`src/sv/lpmr_pkg.sv`:
```
`timescale 1ns / 1ps

package lpmr_pkg;

    localparam int TABLE_ENTRIES = 8;
    localparam int LINE_WIDTH    = 8;
    localparam int IDX_W         = (TABLE_ENTRIES > 1) ? $clog2(TABLE_ENTRIES) : 1;
    localparam int ADDR_W        = 32;
    localparam int PLEN_W        = 6;
    localparam int IN_LINE_W     = 8;
    localparam int IN_IDX_W      = 3;

    localparam logic       FUNC_WRITE  = 1'b0;
    localparam logic       FUNC_LOOKUP = 1'b1;

    typedef enum logic [1:0] {
        t_S_IDLE = 2'd0,
        t_S_SCAN = 2'd1,
        t_S_DONE = 2'd2
    } t_state;

    typedef struct packed {
        logic accept;
        logic scan_step;
        logic out_load;
    } t_cmd;

    typedef struct packed {
        logic scan_last;
        logic out_free;
    } t_status;

    function automatic logic [ADDR_W-1:0] prefix_mask(input logic [PLEN_W-1:0] len);
        logic [ADDR_W-1:0] ones;
        ones = '1;
        return ~(ones >> len);
    endfunction

endpackage

```
`src/sv/longest_prefix_match_router.sv`:
```
`timescale 1ns / 1ps
// ipv4 longest prefix match over a table of 8 routes
// input channel (i_in_valid / o_in_ready): one transaction is either a route
//   write (i_func = 0: slot, enable, network, prefix length, line) or a lookup
//   (i_func = 1: destination address)
// output channel (o_out_valid / i_out_ready): one transaction per lookup with
//   found flag, winning line and prefix length; writes give no transaction
// a write leaves the controller idle, so the block stays ready for the next transaction
// a lookup walks the table one entry per cycle through a single compare unit:
//   the scan state steps through all 8 entries, then the done state loads the
//   output register and the controller returns to idle; no new transaction is
//   taken while a lookup is still in progress
// the output register holds a finished result while the next transaction is
//   taken; a lookup that ends while that register is still full waits for the
//   receiver before it is loaded, and input stays blocked meanwhile
// reset (i_rst_n low, synchronous) clears all route valid bits, the
//   controller and the output valid flag
module longest_prefix_match_router (
    input  logic                            i_clk,
    input  logic                            i_rst_n,
    input  logic                            i_in_valid,
    output logic                            o_in_ready,
    input  logic                            i_func,
    input  logic [lpmr_pkg::IN_IDX_W-1:0]   i_entry_index,
    input  logic                            i_entry_enable,
    input  logic [lpmr_pkg::ADDR_W-1:0]     i_entry_network,
    input  logic [lpmr_pkg::PLEN_W-1:0]     i_entry_prefix_len,
    input  logic [lpmr_pkg::IN_LINE_W-1:0]  i_entry_line,
    input  logic [lpmr_pkg::ADDR_W-1:0]     i_dest_addr,
    output logic                            o_out_valid,
    input  logic                            i_out_ready,
    output logic                            o_found,
    output logic [lpmr_pkg::IN_LINE_W-1:0]  o_out_line,
    output logic [lpmr_pkg::PLEN_W-1:0]     o_out_prefix_len
);

    lpmr_pkg::t_cmd    cmd;
    lpmr_pkg::t_status status;

    lpmr_ctrl u_ctrl (
        .i_clk      (i_clk),
        .i_rst_n    (i_rst_n),
        .i_in_valid (i_in_valid),
        .i_func     (i_func),
        .i_status   (status),
        .o_in_ready (o_in_ready),
        .o_cmd      (cmd)
    );

    lpmr_datapath u_datapath (
        .i_clk              (i_clk),
        .i_rst_n            (i_rst_n),
        .i_cmd              (cmd),
        .o_status           (status),
        .i_func             (i_func),
        .i_entry_index      (i_entry_index),
        .i_entry_enable     (i_entry_enable),
        .i_entry_network    (i_entry_network),
        .i_entry_prefix_len (i_entry_prefix_len),
        .i_entry_line       (i_entry_line),
        .i_dest_addr        (i_dest_addr),
        .o_out_valid        (o_out_valid),
        .i_out_ready        (i_out_ready),
        .o_found            (o_found),
        .o_out_line         (o_out_line),
        .o_out_prefix_len   (o_out_prefix_len)
    );

endmodule

```
`src/sv/lpmr_ctrl.sv`:
```
`timescale 1ns / 1ps

module lpmr_ctrl (
    input  logic              i_clk,
    input  logic              i_rst_n,
    input  logic              i_in_valid,
    input  logic              i_func,
    input  lpmr_pkg::t_status i_status,
    output logic              o_in_ready,
    output lpmr_pkg::t_cmd    o_cmd
);

    lpmr_pkg::t_state r_state;
    lpmr_pkg::t_state n_state;

    always_ff @(posedge i_clk) begin
        if (!i_rst_n) begin
            r_state <= lpmr_pkg::t_S_IDLE;
        end else begin
            r_state <= n_state;
        end
    end

    always_comb begin
        n_state = r_state;
        unique case (r_state)
            lpmr_pkg::t_S_IDLE: begin
                if (i_in_valid && (i_func == lpmr_pkg::FUNC_LOOKUP)) begin
                    n_state = lpmr_pkg::t_S_SCAN;
                end
            end
            lpmr_pkg::t_S_SCAN: begin
                if (i_status.scan_last) begin
                    n_state = lpmr_pkg::t_S_DONE;
                end
            end
            lpmr_pkg::t_S_DONE: begin
                if (i_status.out_free) begin
                    n_state = lpmr_pkg::t_S_IDLE;
                end
            end
            default: n_state = lpmr_pkg::t_S_IDLE;
        endcase
    end

    always_comb begin
        o_in_ready      = 1'b0;
        o_cmd.accept    = 1'b0;
        o_cmd.scan_step = 1'b0;
        o_cmd.out_load  = 1'b0;
        unique case (r_state)
            lpmr_pkg::t_S_IDLE: begin
                o_in_ready   = 1'b1;
                o_cmd.accept = i_in_valid;
            end
            lpmr_pkg::t_S_SCAN: begin
                o_cmd.scan_step = 1'b1;
            end
            lpmr_pkg::t_S_DONE: begin
                o_cmd.out_load = i_status.out_free;
            end
            default: begin
                o_in_ready = 1'b0;
            end
        endcase
    end

endmodule

```
`src/sv/lpmr_datapath.sv`:
```
`timescale 1ns / 1ps

module lpmr_datapath (
    input  logic                                i_clk,
    input  logic                                i_rst_n,
    input  lpmr_pkg::t_cmd                      i_cmd,
    output lpmr_pkg::t_status                   o_status,
    input  logic                                i_func,
    input  logic [lpmr_pkg::IN_IDX_W-1:0]       i_entry_index,
    input  logic                                i_entry_enable,
    input  logic [lpmr_pkg::ADDR_W-1:0]         i_entry_network,
    input  logic [lpmr_pkg::PLEN_W-1:0]         i_entry_prefix_len,
    input  logic [lpmr_pkg::IN_LINE_W-1:0]      i_entry_line,
    input  logic [lpmr_pkg::ADDR_W-1:0]         i_dest_addr,
    output logic                                o_out_valid,
    input  logic                                i_out_ready,
    output logic                                o_found,
    output logic [lpmr_pkg::IN_LINE_W-1:0]      o_out_line,
    output logic [lpmr_pkg::PLEN_W-1:0]         o_out_prefix_len
);

    logic [lpmr_pkg::TABLE_ENTRIES-1:0] r_valid;
    logic [lpmr_pkg::ADDR_W-1:0]        r_network [lpmr_pkg::TABLE_ENTRIES];
    logic [lpmr_pkg::PLEN_W-1:0]        r_prefix  [lpmr_pkg::TABLE_ENTRIES];
    logic [lpmr_pkg::LINE_WIDTH-1:0]    r_line    [lpmr_pkg::TABLE_ENTRIES];

    logic [lpmr_pkg::IDX_W-1:0]      r_idx;
    logic [lpmr_pkg::ADDR_W-1:0]     r_dest;
    logic                            r_hit;
    logic [lpmr_pkg::PLEN_W-1:0]     r_best_len;
    logic [lpmr_pkg::LINE_WIDTH-1:0] r_best_line;

    logic                            r_out_valid;
    logic                            r_found;
    logic [lpmr_pkg::IN_LINE_W-1:0]  r_out_line;
    logic [lpmr_pkg::PLEN_W-1:0]     r_out_plen;

    logic                            wr_en;
    logic                            wr_in_range;
    logic [lpmr_pkg::IDX_W-1:0]      wr_idx;
    logic [lpmr_pkg::PLEN_W-1:0]     wr_plen;
    logic [lpmr_pkg::ADDR_W-1:0]     mask;
    logic                            match;
    logic                            better;

    assign wr_in_range = (32'(i_entry_index) < 32'(lpmr_pkg::TABLE_ENTRIES));
    assign wr_en       = i_cmd.accept && (i_func == lpmr_pkg::FUNC_WRITE) && wr_in_range;
    assign wr_idx      = lpmr_pkg::IDX_W'(i_entry_index);
    assign wr_plen     = (i_entry_prefix_len > lpmr_pkg::PLEN_W'(lpmr_pkg::ADDR_W))
                       ? lpmr_pkg::PLEN_W'(lpmr_pkg::ADDR_W) : i_entry_prefix_len;

    assign mask   = lpmr_pkg::prefix_mask(r_prefix[r_idx]);
    assign match  = r_valid[r_idx] && (((r_dest ^ r_network[r_idx]) & mask) == '0);
    assign better = match && (!r_hit || (r_prefix[r_idx] > r_best_len));

    assign o_status.scan_last = (r_idx == lpmr_pkg::IDX_W'(lpmr_pkg::TABLE_ENTRIES - 1));
    assign o_status.out_free  = !r_out_valid || i_out_ready;

    always_ff @(posedge i_clk) begin
        if (!i_rst_n) begin
            r_valid <= '0;
        end else if (wr_en) begin
            r_valid[wr_idx] <= i_entry_enable;
        end
    end

    always_ff @(posedge i_clk) begin
        if (wr_en && i_entry_enable) begin
            r_network[wr_idx] <= i_entry_network;
            r_prefix[wr_idx]  <= wr_plen;
            r_line[wr_idx]    <= lpmr_pkg::LINE_WIDTH'(i_entry_line);
        end
    end

    always_ff @(posedge i_clk) begin
        if (!i_rst_n) begin
            r_idx <= '0;
            r_hit <= 1'b0;
        end else if (i_cmd.accept) begin
            r_idx <= '0;
            r_hit <= 1'b0;
        end else if (i_cmd.scan_step) begin
            r_idx <= r_idx + 1'b1;
            if (better) begin
                r_hit <= 1'b1;
            end
        end
    end

    always_ff @(posedge i_clk) begin
        if (i_cmd.accept) begin
            r_dest      <= i_dest_addr;
            r_best_len  <= '0;
            r_best_line <= '0;
        end else if (i_cmd.scan_step && better) begin
            r_best_len  <= r_prefix[r_idx];
            r_best_line <= r_line[r_idx];
        end
    end

    always_ff @(posedge i_clk) begin
        if (!i_rst_n) begin
            r_out_valid <= 1'b0;
        end else if (i_cmd.out_load) begin
            r_out_valid <= 1'b1;
        end else if (i_out_ready) begin
            r_out_valid <= 1'b0;
        end
    end

    always_ff @(posedge i_clk) begin
        if (i_cmd.out_load) begin
            r_found    <= r_hit;
            r_out_line <= r_hit ? lpmr_pkg::IN_LINE_W'(r_best_line) : '0;
            r_out_plen <= r_hit ? r_best_len : '0;
        end
    end

    assign o_out_valid      = r_out_valid;
    assign o_found          = r_found;
    assign o_out_line       = r_out_line;
    assign o_out_prefix_len = r_out_plen;

endmodule

```
`config.mk`:
```
export PLATFORM = sky130hd
export DESIGN_NAME = longest_prefix_match_router
export DESIGN_NICKNAME = d
export VERILOG_FILES = /design/src/sv/lpmr_pkg.sv /design/src/sv/longest_prefix_match_router.sv /design/src/sv/lpmr_ctrl.sv /design/src/sv/lpmr_datapath.sv
export SDC_FILE = /design/constraint.sdc
export NUM_CORES = 1
export LEC_CHECK = 0
export ABC_AREA = 1
export BUFFER_PORTS_ARGS = -buffer_cell sky130_fd_sc_hd__buf_2
export CORE_MARGIN = 5
export CORE_UTILIZATION = 60
export CTS_CLUSTER_SIZE = 16
export DETAILED_ROUTE_END_ITERATION = 6
export PLACE_DENSITY_LB_ADDON = 0.2
export SYNTH_ARGS = -nofsm -noshare
export SYNTH_HDL_FRONTEND = slang
export SYNTH_SLANG_ARGS = --single-unit
```
`constraint.sdc`:
```
create_clock -name i_clk -period 11.3 [get_ports i_clk]
set_input_delay 2.26 -clock i_clk [delete_from_list [all_inputs] [get_ports i_clk]]
set_output_delay 2.26 -clock i_clk [all_outputs]
set_load 0.05 [all_outputs]
```
==> out/metrics.yaml, run 1 <==
critical_path:
  critPathCaptureType: "register"
  start_kind: "register"
  crit_top_cell: "nand2_1"
  worst-endpoint-required_ps: 11730
  crit_chain: "buf_4, nand2_1, nand3_1, nand2_1, nand2_1, nand2_1, ha_1, nand2_1, nor2_1, o21ai_0, o211ai_1, nand2_1, a21oi_1, nand2_1, nor2_1, nand3_2, nor2_4, nand3_4, nor2_1, nor2_1"
  cp_slowest_cell: "buf_4"
  crit_family: "simple AND/OR/NAND/NOR gates"
  crit_buf_inv: 1
  critPathMaxStageDelay_ps: 960
  crit_type: "reg2reg"
  arrival_ps: 4960
  cp_max_fo: 101
global_route:
  gr-usage-met3: 0.0359
  grt_max_degree: 146
  top_usage_layer: "met2"
  grtUsageMet1: 0.334
  grt_pass1_vias: 12207
  grt_use_met2: 0.390
  grt_pass1_wl_um: 66500
  antenna_found_initial: 1
  grt_use_total: 0.237
  overflow: 0
cts:
  htree_levels: 2
  clk_pin_slew_ps: 60
  cts_tree: "yes"
  cts_buffers: 45
  hold_buffers: 0
  cts_sinks: 447
  worstSkewPairLatency_ps: 560
  clk_path_buf_depth: 3
  post_cts_resized: 0
  postCtsSetupBuffers: 0
  cts_root_buf: "clkbuf_16"
synth:
  synth.avg_cell_area_um2: 10.8
  synth_largest_area_cell: "edfxtp_1"
  yosysWarnings: 0
  netlist_area_um2: 19000
  synthTopCellsByCount: "nand2_1 (466), edfxtp_1 (415), nor2_1 (201)"
  synth.distinct_cells: 37
  synth_most_common_cell: "nand2_1"
  postSynth.asyncResetShare: 0
  synth-seq-area-share: 0.689
  syn_inst: 1760
  syn-num-nets: 1855
  synth_edf_count: 415
  synth_ff_type: "edfxtp_1"
  ys_ff_latch: 447
  synthTopCellsByArea: "edfxtp_1 (66%), nand2_1 (9.2%), nand3_1 (4.8%), nor2_1 (4.0%), dfxtp_1 (3.4%)"
  synth_top_area_frac: 0.655
placement:
  port_buffers: 103
  dp_hpwl_um: 24800
  place.gp.congestion: 0.894
  dp_slack_ps: 6770
  dp.cells: 2209
timing:
  min_period_ps: 4530
  holdWs_ps: 482
  slew_violations: 0
  relSlewSlack: 0.214
  fmax_mhz: 221
  setup-tns-final_ps: 0
  tightestPinTransition_ps: 1180
  setup_viol: 0
  finalHoldViolations: 0
  period_share: 0.401
  setup_ws_ps: 6770
  rsz0062_at_grt: "no"
  skew_ps: 19.1
finish:
  finalNonFillerCells: 2292
  fin_util: 0.674
  fin_nets: 1949
  regArea_um2: 13100
  fillers: 2321
  area_growth_pct: 11.2
  drive_gt1_frac: 0.114
  multi_input_area_um2: 4800
worst_hold_path:
  min_path_type: "reg2reg"
power_and_ir_drop:
  power.density_nw_per_um2: 161
  vdd.ir_drop.worst_v: 0.000143
  p_leak_nw: 8.44
outcome:
  status: "completed"
route:
  drt-initial-drc-count: 1340
  finalWirelength_um: 42500
  dr_total_vias: 12739
  vias_per_cell: 5.56
  ant_nets: 0
  wl_per_cell_um: 18.6
  firstDrtPassIters: 5
  route.detailed.drc: 0
die:
  dieArea_um2: 35400
  start_util: 0.606
  rows: 65
  core_area_um2: 31400
  die_w_um: 188
  dieHeight_um: 188
  io_pins: 104
run:
  max-cap-violations: 0
-- area by class of cell --
| type | instances | share of cell area |
|---|---|---|
| Sequential cell | 447 | 0.620 |
| Multi-Input combinational cell | 1063 | 0.227 |
| Clock buffer | 57 | 0.0574 |
| Inverter | 175 | 0.0314 |
| Timing Repair Buffer | 122 | 0.0311 |
| Tap cell | 402 | 0.0238 |
| Clock inverter | 25 | 0.00952 |
| Antenna cell | 1 | 0.000118 |
-- worst reg2reg max path: cells and delay by family, from the launching register on --
family / cells / cell delay, ps
adders and majority gates: 1 / 340
AOI/OAI and AO/OA: 3 / 370
and+or+nand+nor: 15 / 1910
buffers and inverters: 1 / 1010
DFF: 1 / 780
-- final timing paths --
path / start / cells after the start / to / slack, ps
worst max-delay path: register / 20 / u_datapath.r_best_line[4]$_SDFFE_PP0P_ / 6770
worst min-delay path: u_datapath.r_valid[6]$_SDFFE_PN0P_ / 2 / u_datapath.r_valid[6]$_SDFFE_PN0P_ / 480
worst max register to register: register / 20 / u_datapath.r_best_line[4]$_SDFFE_PP0P_ / 6770
worst min register to register: u_datapath.r_valid[6]$_SDFFE_PN0P_ / 2 / u_datapath.r_valid[6]$_SDFFE_PN0P_ / 480
-- flip-flops by register name (all words and copies together), names as in the netlist, named ones only --
| name | count |
|---|---|
| u_datapath.o_out_valid | 1 |
| u_datapath.r_idx | 3 |
| u_datapath.r_best_len | 6 |
| u_datapath.r_network | 256 |
| u_datapath.o_out_line | 8 |
| u_datapath.o_found | 1 |
| u_datapath.r_prefix | 48 |
| u_ctrl.r_state | 2 |
| u_datapath.r_hit | 1 |
| u_datapath.o_out_prefix_len | 6 |
| u_datapath.r_line | 64 |
| u_datapath.r_valid | 8 |
| u_datapath.r_dest | 32 |
| u_datapath.r_best_line | 8 |
-- logic make-up after synthesis --
group,synth area share
flops,0.689
xor+xnor,0.00322
buf+inv,0.0609
simple gates,0.198
fa+ha+maj,0.00526
compound gates,0.0438
-- layout by cell type (no fill, tap or decap), drive strengths merged --
| cell | n |
|---|---|
| o221ai | 6 |
| a32o | 2 |
| xor2 | 4 |
| a21boi | 1 |
| diode | 1 |
| nor2 | 206 |
| o21ai | 98 |
| clkinvlp | 2 |
| o22ai | 8 |
| nand3 | 186 |
| nor3 | 9 |
| bufinv | 3 |
| inv | 172 |
| ha | 8 |
| o21a | 11 |
| dfxtp | 32 |
| clkbuf | 57 |
| xnor2 | 3 |
| edfxtp | 415 |
| clkinv | 23 |
| buf | 122 |
| or2 | 1 |
| a21oi | 23 |
| nand2 | 475 |
| o211ai | 2 |
| nand3b | 16 |
| nand4 | 4 |
-- per-stage QoR --
step | total power [mW] | area [um^2]
2_1_floorplan | 1.96 | 19000
3_3_place_gp | 2.01 | 19700
3_5_place_dp | 2.01 | 19700
4_1_cts | 3.42 | 21200
5_1_grt | 3.51 | 21200
6_report | 3.41 | 21200
-- metal layers --
| layer | share of wire | up-vias |
|---|---|---|
| met1 | 0.43 | 6102 |
| li1 | - | 6103 |
| met4 | 0.020 | 0 |
| met2 | 0.48 | 474 |
| met5 | 0 | - |
| met3 | 0.070 | 60 |
-- power breakdown --
part | total, mW | switching (mW) | internal [mW]
Sequential | 1.84 | 0.0109 | 1.83
Combinational | 0.145 | 0.102 | 0.0422
Clock | 1.43 | 0.601 | 0.828
Total | 3.41 | 0.714 | 2.70
Note: power is estimated with default switching activity, not from simulation.
==> run 2: changes to the inputs <==
==> constraint.sdc (replaced) <==
create_clock -name i_clk -period 4.66 [get_ports i_clk]
set_input_delay 0.932 -clock i_clk [delete_from_list [all_inputs] [get_ports i_clk]]
set_output_delay 0.932 -clock i_clk [all_outputs]
set_load 0.05 [all_outputs]
==> run 2 against run 1 <==
  * Register-to-register slack got worse by 6100 ps
  * Worst hold slack worse by 5.9 ps
  * Clock-buffer cell count up 8
  * Utilization about the same
  * Routed wire length grew 0.93%
  * First-iteration DRC count unchanged
  * Final cell count barely moved
  * Critical path depth did not move
  * Total power rose by 140%
  * Maximum frequency up 15%
  * Flip-flop and latch count did not move
  * Critical path type unchanged
==> out/metrics.yaml, run 2 (synthesis gave the netlist of run 1 again) <==
power_and_ir_drop:
  p_leak_nw: 8.43  # -0.18%
  power.density_nw_per_um2: 384  # +140%
  vdd.ir_drop.worst_v: 0.000344  # +140%
  power.total_mw: 8.12  # +140%
cts:
  htree_levels: 2  # unchanged
  cts_sinks: 447  # unchanged
  post_cts_resized: 0  # unchanged
  cts_tree: "yes"
  clk_pin_slew_ps: 60  # about the same
  clk_path_buf_depth: 3  # unchanged
  worstSkewPairLatency_ps: 540  # -20 ps
  cts_buffers: 44  # -2.2%
  hold_buffers: 0  # unchanged
  cts_root_buf: "clkbuf_16"
  postCtsSetupBuffers: 0  # unchanged
finish:
  regMostFlops: "u_datapath.r_network"
  area_growth_pct: 11.2  # about the same
  diodes: 0  # -1
  fin_nets: 1949  # unchanged
  largest_reg_flops: 256  # unchanged
  finalNonFillerCells: 2291  # -0.044%
  largestRegisters: "u_datapath.r_network (256), u_datapath.r_line (64), u_datapath.r_prefix (48)"
  final_cell_mix: "nand2_1 (466), edfxtp_1 (415), nor2_1 (201)"
  fillers: 2278  # -1.9%
  final_common_cell: "nand2_1"
  drive_gt1_frac: 0.113  # -0.00106
die:
  start_util: 0.606  # unchanged
  dieArea_um2: 35400  # unchanged
  io_pins: 104  # unchanged
  dieHeight_um: 188  # unchanged
  rows: 65  # unchanged
  die_w_um: 188  # unchanged
  core_area_um2: 31400  # unchanged
timing:
  finalHoldViolations: 0  # unchanged
  holdWs_ps: 476  # -5.90 ps
  skew_ps: 21.5  # +2.36 ps
  period_share: 0.845  # +0.445
  setup_viol: 0  # unchanged
  tightestPinTransition_ps: 1220  # +39.0 ps
  slew_violations: 0  # unchanged
  relSlewSlack: 0.184  # -0.0304
  fmax_mhz: 254  # +15%
  rsz0062_at_grt: "no"
  min_period_ps: 3940  # -588 ps
route:
  firstDrtPassIters: 7  # +2
  vias_per_cell: 5.54  # -0.25%
  finalWirelength_um: 42900  # +0.93%
  drt-initial-drc-count: 1340  # unchanged
  route.detailed.drc: 0  # unchanged
  dr_total_vias: 12701  # -0.30%
  wl_per_cell_um: 18.7  # +0.98%
  ant_nets: 0  # unchanged
global_route:
  grt_max_degree: 79  # -46%
  grt_use_total: 0.239  # +0.00267
  overflow: 0  # unchanged
  grt_pass1_wl_um: 66500  # about the same
  grt_pass1_vias: 12058  # -1.2%
  antenna_found_initial: 1  # unchanged
critical_path:
  critPathCaptureType: "register"
  r2r_slack_ps: 720  # -6050 ps
  arrival_ps: 4370  # -590 ps
  crit_type: "reg2reg"
  reg2reg_to: "u_datapath.r_best_len[2]$_SDFFE_PP0P_"
  cp_max_fo: 78  # -23%
  start_kind: "register"
  worst-endpoint-required_ps: 5090  # -6640 ps
  reg2reg_depth: 20  # unchanged
worst_hold_path:
  holdPathEnd: "u_datapath.r_valid[0]$_SDFFE_PN0P_"
  min_path_cells: 2  # unchanged
  hp-start: "u_datapath.r_valid[0]$_SDFFE_PN0P_"
  min_path_type: "reg2reg"
outcome:
  status: "completed"
run:
  max-cap-violations: 0  # unchanged
placement:
  dp_hpwl_um: 23300  # -5.8%
  dp.cells: 2210  # +0.045%
  port_buffers: 103  # unchanged
  place.gp.congestion: 0.860  # -3.8%
-- run 2: cell types whose count changed in the layout (fill, tap and decap cells not counted) --
| cell | before | now |
|---|---|---|
| clkinv_8 | 0 | 1 |
| clkinv_1 | 14 | 9 |
| clkbuf_8 | 0 | 2 |
| inv_6 | 2 | 1 |
| inv_2 | 1 | 2 |
| clkinvlp_4 | 2 | 1 |
| buf_4 | 19 | 16 |
| clkinv_4 | 2 | 0 |
| bufinv_16 | 3 | 1 |
| clkbuf_1 | 10 | 17 |
| buf_12 | 0 | 4 |
| clkbuf_16 | 47 | 46 |
| diode_2 | 1 | 0 |
-- run 2: metrics by stage --
step                TNS, ps  setup slack (ps)  utilization  area [um^2]
floorplan           -276690              -744            -        19000
global placement          0               983        0.630        19800
detailed placement        0               819        0.630        19800
CTS                       0               764        0.674        21100
global route              0               329        0.674        21100
finish                    0               722        0.674        21100
-- run 2: layout make-up --
| cell class | instances | area [um^2] | area share |
|---|---|---|---|
| Sequential cell | 447 | 13100 | 0.620 |
| Multi-Input combinational cell | 1063 | 4800 | 0.227 |
| Clock buffer | 65 | 1240 | 0.0588 |
| Timing Repair Buffer | 123 | 716 | 0.0338 |
| Inverter | 175 | 663 | 0.0314 |
| Tap cell | 402 | 503 | 0.0238 |
| Clock inverter | 16 | 110 | 0.00521 |
-- run 2: worst max path at each step --
stage                              startpoint                                endpoint  depth (start not counted)
3_5_place_dp                         register  u_datapath.r_best_line[4]$_SDFFE_PP0P_                         20
5_1_grt                              register   u_datapath.r_best_len[4]$_SDFFE_PP0P_                         21
4_1_cts                              register   u_datapath.r_best_len[2]$_SDFFE_PP0P_                         20
6_report                             register   u_datapath.r_best_len[2]$_SDFFE_PP0P_                         20
3_3_place_gp                         register   u_datapath.r_best_len[5]$_SDFFE_PP0P_                         20
2_1_floorplan  u_ctrl.r_state[0]$_SDFFE_PN0P_       u_datapath.r_line[1][0]$_DFFE_PP_                          5
-- run 2: per-layer routing --
layer  wire [um]  global-route usage  share of wire
met5          12                   0        0.00028
met4        1230              0.0706          0.029
met3        3110              0.0387          0.072
met2       20300               0.391           0.47
met1       18300               0.337           0.43
-- run 2: power breakdown --
group | total [mW] | internal, mW | switching, mW | leakage, nW
Clock | 3.32 | 1.90 | 1.42 | 0.657
Combinational | 0.349 | 0.104 | 0.245 | 3.76
Sequential | 4.45 | 4.43 | 0.0253 | 4.01
-- run 2: critical path: stages (launching register included) --
cell and delay (ps):
dfxtp_4 880, inv_6 400, nand2_1 180, nand3_1 120
nand2_1 120, nand2_1 60, nand2_1 330, ha_1 230
inv_1 40, nor2_1 70, o21ai_0 70, o211ai_1 90
nand2_1 70, a21oi_1 150, nand2_1 70, nor2_1 110
nand3_2 110, nor2_4 140, nand3_4 260, nor2_1 190
nor2_1 60
==> run 3: changes to the inputs <==
--- a/config.mk
+++ b/config.mk
@@ -8,7 +8,7 @@
 export ABC_AREA = 1
 export BUFFER_PORTS_ARGS = -buffer_cell sky130_fd_sc_hd__buf_2
 export CORE_MARGIN = 5
-export CORE_UTILIZATION = 60
+export CORE_UTILIZATION = 55
 export CTS_CLUSTER_SIZE = 16
 export DETAILED_ROUTE_END_ITERATION = 6
 export PLACE_DENSITY_LB_ADDON = 0.2
==> constraint.sdc (replaced) <==
create_clock -name i_clk -period 3.47 [get_ports i_clk]
set_input_delay 0.694 -clock i_clk [delete_from_list [all_inputs] [get_ports i_clk]]
set_output_delay 0.694 -clock i_clk [all_outputs]
set_load 0.05 [all_outputs]
==> run 3 against run 2 <==
  * Total power increased by 39%
  * Critical endpoint is now u_datapath.r_best_len[0]$_SDFFE_PP0P_
  * Die area up 8.6%
  * Final cell count is 3.1% higher
  * Flip-flop and latch count did not move
==> out/metrics.yaml, run 3 (synthesis gave the netlist of run 1 again) <==
cts:
  worstSkewPairLatency_ps: 560  # +20 ps
  htree_levels: 2  # unchanged
  cts_root_buf: "clkbuf_16"
  cts_tree: "yes"
  clk_path_buf_depth: 3  # unchanged
  cts_sinks: 447  # unchanged
  cts_buffers: 46  # +4.5%
  clk_pin_slew_ps: 60  # about the same
timing:
  skew_ps: 12.6  # -8.86 ps
  setup_viol: 0  # unchanged
  holdWs_ps: 308  # -168 ps
  finalHoldViolations: 0  # unchanged
  slew_violations: 0  # unchanged
  tightestPinTransition_ps: 1090  # -125 ps
  relSlewSlack: 0.267  # +0.0837
  rsz0062_at_grt: "no"
  min_period_ps: 3150  # -790 ps
  fmax_mhz: 318  # +25%
  period_share: 0.907  # +0.0621
power_and_ir_drop:
  power.switching_mw: 2.34  # +39%
  power_frac_clock: 0.429  # +0.020
  pwr-share-seq: 0.527  # -0.021
  power.density_nw_per_um2: 523  # +36%
  swShare: 0.207  # -0.00126
  p_leak_nw: 8.64  # +2.5%
  internal_power_mw: 8.98  # +40%
  power.total_mw: 11.3  # +39%
  vdd.ir_drop.worst_v: 0.000404  # +18%
  pwr-share-comb: 0.044  # about the same
die:
  rows: 68  # +4.6%
  core_area_um2: 34400  # +9.5%
  dieArea_um2: 38400  # +8.6%
  start_util: 0.553  # -0.0525
  dieHeight_um: 196  # +4.2%
  die_w_um: 196  # +4.2%
  io_pins: 104  # unchanged
critical_path:
  worst-endpoint-required_ps: 3910  # -1180 ps
  cp_max_fo: 18  # -77%
  crit_chain: "buf_6, nand2_1, nand3_1, nand2_1, nand2_1, nand2_2, ha_1, nand2_1, nor2_1, o21ai_0, o211ai_1, nand2_1, a21oi_1, nand2_1, nor2_1, nand3_2, nor2_4, nand3_4, nor2_1, nor2_1"
  r2r_slack_ps: 320  # -400 ps
  start_kind: "register"
  cp_slowest_cell: "dfxtp_4"
  critPathMaxStageDelay_ps: 460  # -420 ps
  critPathCaptureType: "register"
  crit_type: "reg2reg"
  arrival_ps: 3590  # -780 ps
  crit_top_cell: "nand2_1"
placement:
  port_buffers: 103  # unchanged
  place.gp.congestion: 0.821  # -4.5%
  dp_hpwl_um: 24700  # +5.7%
finish:
  regArea_um2: 13100  # unchanged
  drive_gt1_frac: 0.124  # +0.0105
  fin_nets: 1966  # +0.87%
  fillers: 2717  # +19%
  fin_util: 0.630  # -0.0439
  area_growth_pct: 13.8
  final_cell_mix: "nand2_1 (466), edfxtp_1 (415), nor2_1 (201)"
  regMostFlops: "u_datapath.r_network"
  final_common_cell: "nand2_1"
  multi_input_area_um2: 4870  # +1.4%
  largest_reg_flops: 256  # unchanged
  largestRegisters: "u_datapath.r_network (256), u_datapath.r_line (64), u_datapath.r_prefix (48)"
outcome:
  status: "completed"
route:
  drt-initial-drc-count: 1212  # -9.6%
  vias_per_cell: 5.40  # -2.6%
  route.detailed.drc: 0  # unchanged
  firstDrtPassIters: 5  # -2
  wl_per_cell_um: 18.5  # -1.1%
  dr_total_vias: 12754  # +0.42%
  finalWirelength_um: 43800  # +2.0%
  ant_nets: 0  # unchanged
global_route:
  antenna_found_initial: 3  # +2
  grt_pass1_vias: 12302  # +2.0%
  overflow: 0  # unchanged
  grt_max_degree: 78  # -1.3%
  grt_pass1_wl_um: 68300  # +2.7%
  grt_use_total: 0.227  # -0.0121
run:
  max-cap-violations: 0  # unchanged
worst_hold_path:
  min_path_type: "in2reg"
==> run 3: changes by cell type in the layout (fill, tap and decap cells not counted), sizes merged, moves of 4 or more <==
| cell | delta |
|---|---|
| clkinv | +4 |
| clkbuf | -7 |
| bufinv | +4 |
| buf | +14 |
==> run 3: worst paths after layout <==
check,start,endpoint,cells past startpoint
min reg2reg,u_datapath.r_valid[2]$_SDFFE_PN0P_,u_datapath.r_valid[2]$_SDFFE_PN0P_,2
max reg2reg,register,u_datapath.r_best_len[0]$_SDFFE_PP0P_,20
max,register,u_datapath.r_best_len[0]$_SDFFE_PP0P_,20
min,i_dest_addr[3],u_datapath.r_dest[3]$_DFFE_PP_,1
==> run 3: area by class of cell <==
class / count / share of cell area
flip-flops and latches: 447 / 0.606
clock buffers: 58 / 0.0572
inverters: 175 / 0.0309
repair buffers: 137 / 0.0433
clock inverters: 26 / 0.0116
diodes: 1 / 0.000116
well taps: 455 / 0.0263
multi-input cells: 1064 / 0.225
==> run 3: timing repair <==
action | CTS | global route
resized for setup | 0 | 5
endpoints found under the setup margin | 0 | 15
buffers inserted | 0 | 1
hold buffers | 0 | 0
==> run 3: worst max-delay path, delay by kind of cell (launching register included) <==
kind | cells | cell delay, ps
flops | 1 | 460
fa+ha+maj | 1 | 340
compound gates | 3 | 380
buf+inv | 1 | 210
simple gates | 15 | 1650
==> run 3: power groups by stage <==
stage               combinational (mW)  clock, mW  sequential [mW]
floorplan                        0.293          0             6.08
detailed placement               0.493          0             6.08
finish                           0.499       4.85             5.97
global placement                 0.482          0             6.08
CTS                              0.495       4.93             5.97
global route                     0.558       5.16             5.97
==> run 3: through the flow <==
step,setup slack (ps),area (um^2),std cells,TNS [ps]
floorplan,-543,19100,1760,-201560
global placement,432,20100,2276,0
detailed placement,208,20100,2276,0
CTS,190,21600,2360,0
global route,28.9,21600,2362,0
finish,322,21600,2363,0
==> run 3: metal layers <==
layer | part of all wire | wire length (um) | track usage
met5 | 0.00048 | 21 | 0
met4 | 0.024 | 1040 | 0.0709
met3 | 0.074 | 3220 | 0.0357
met2 | 0.47 | 20700 | 0.373
met1 | 0.43 | 18800 | 0.316
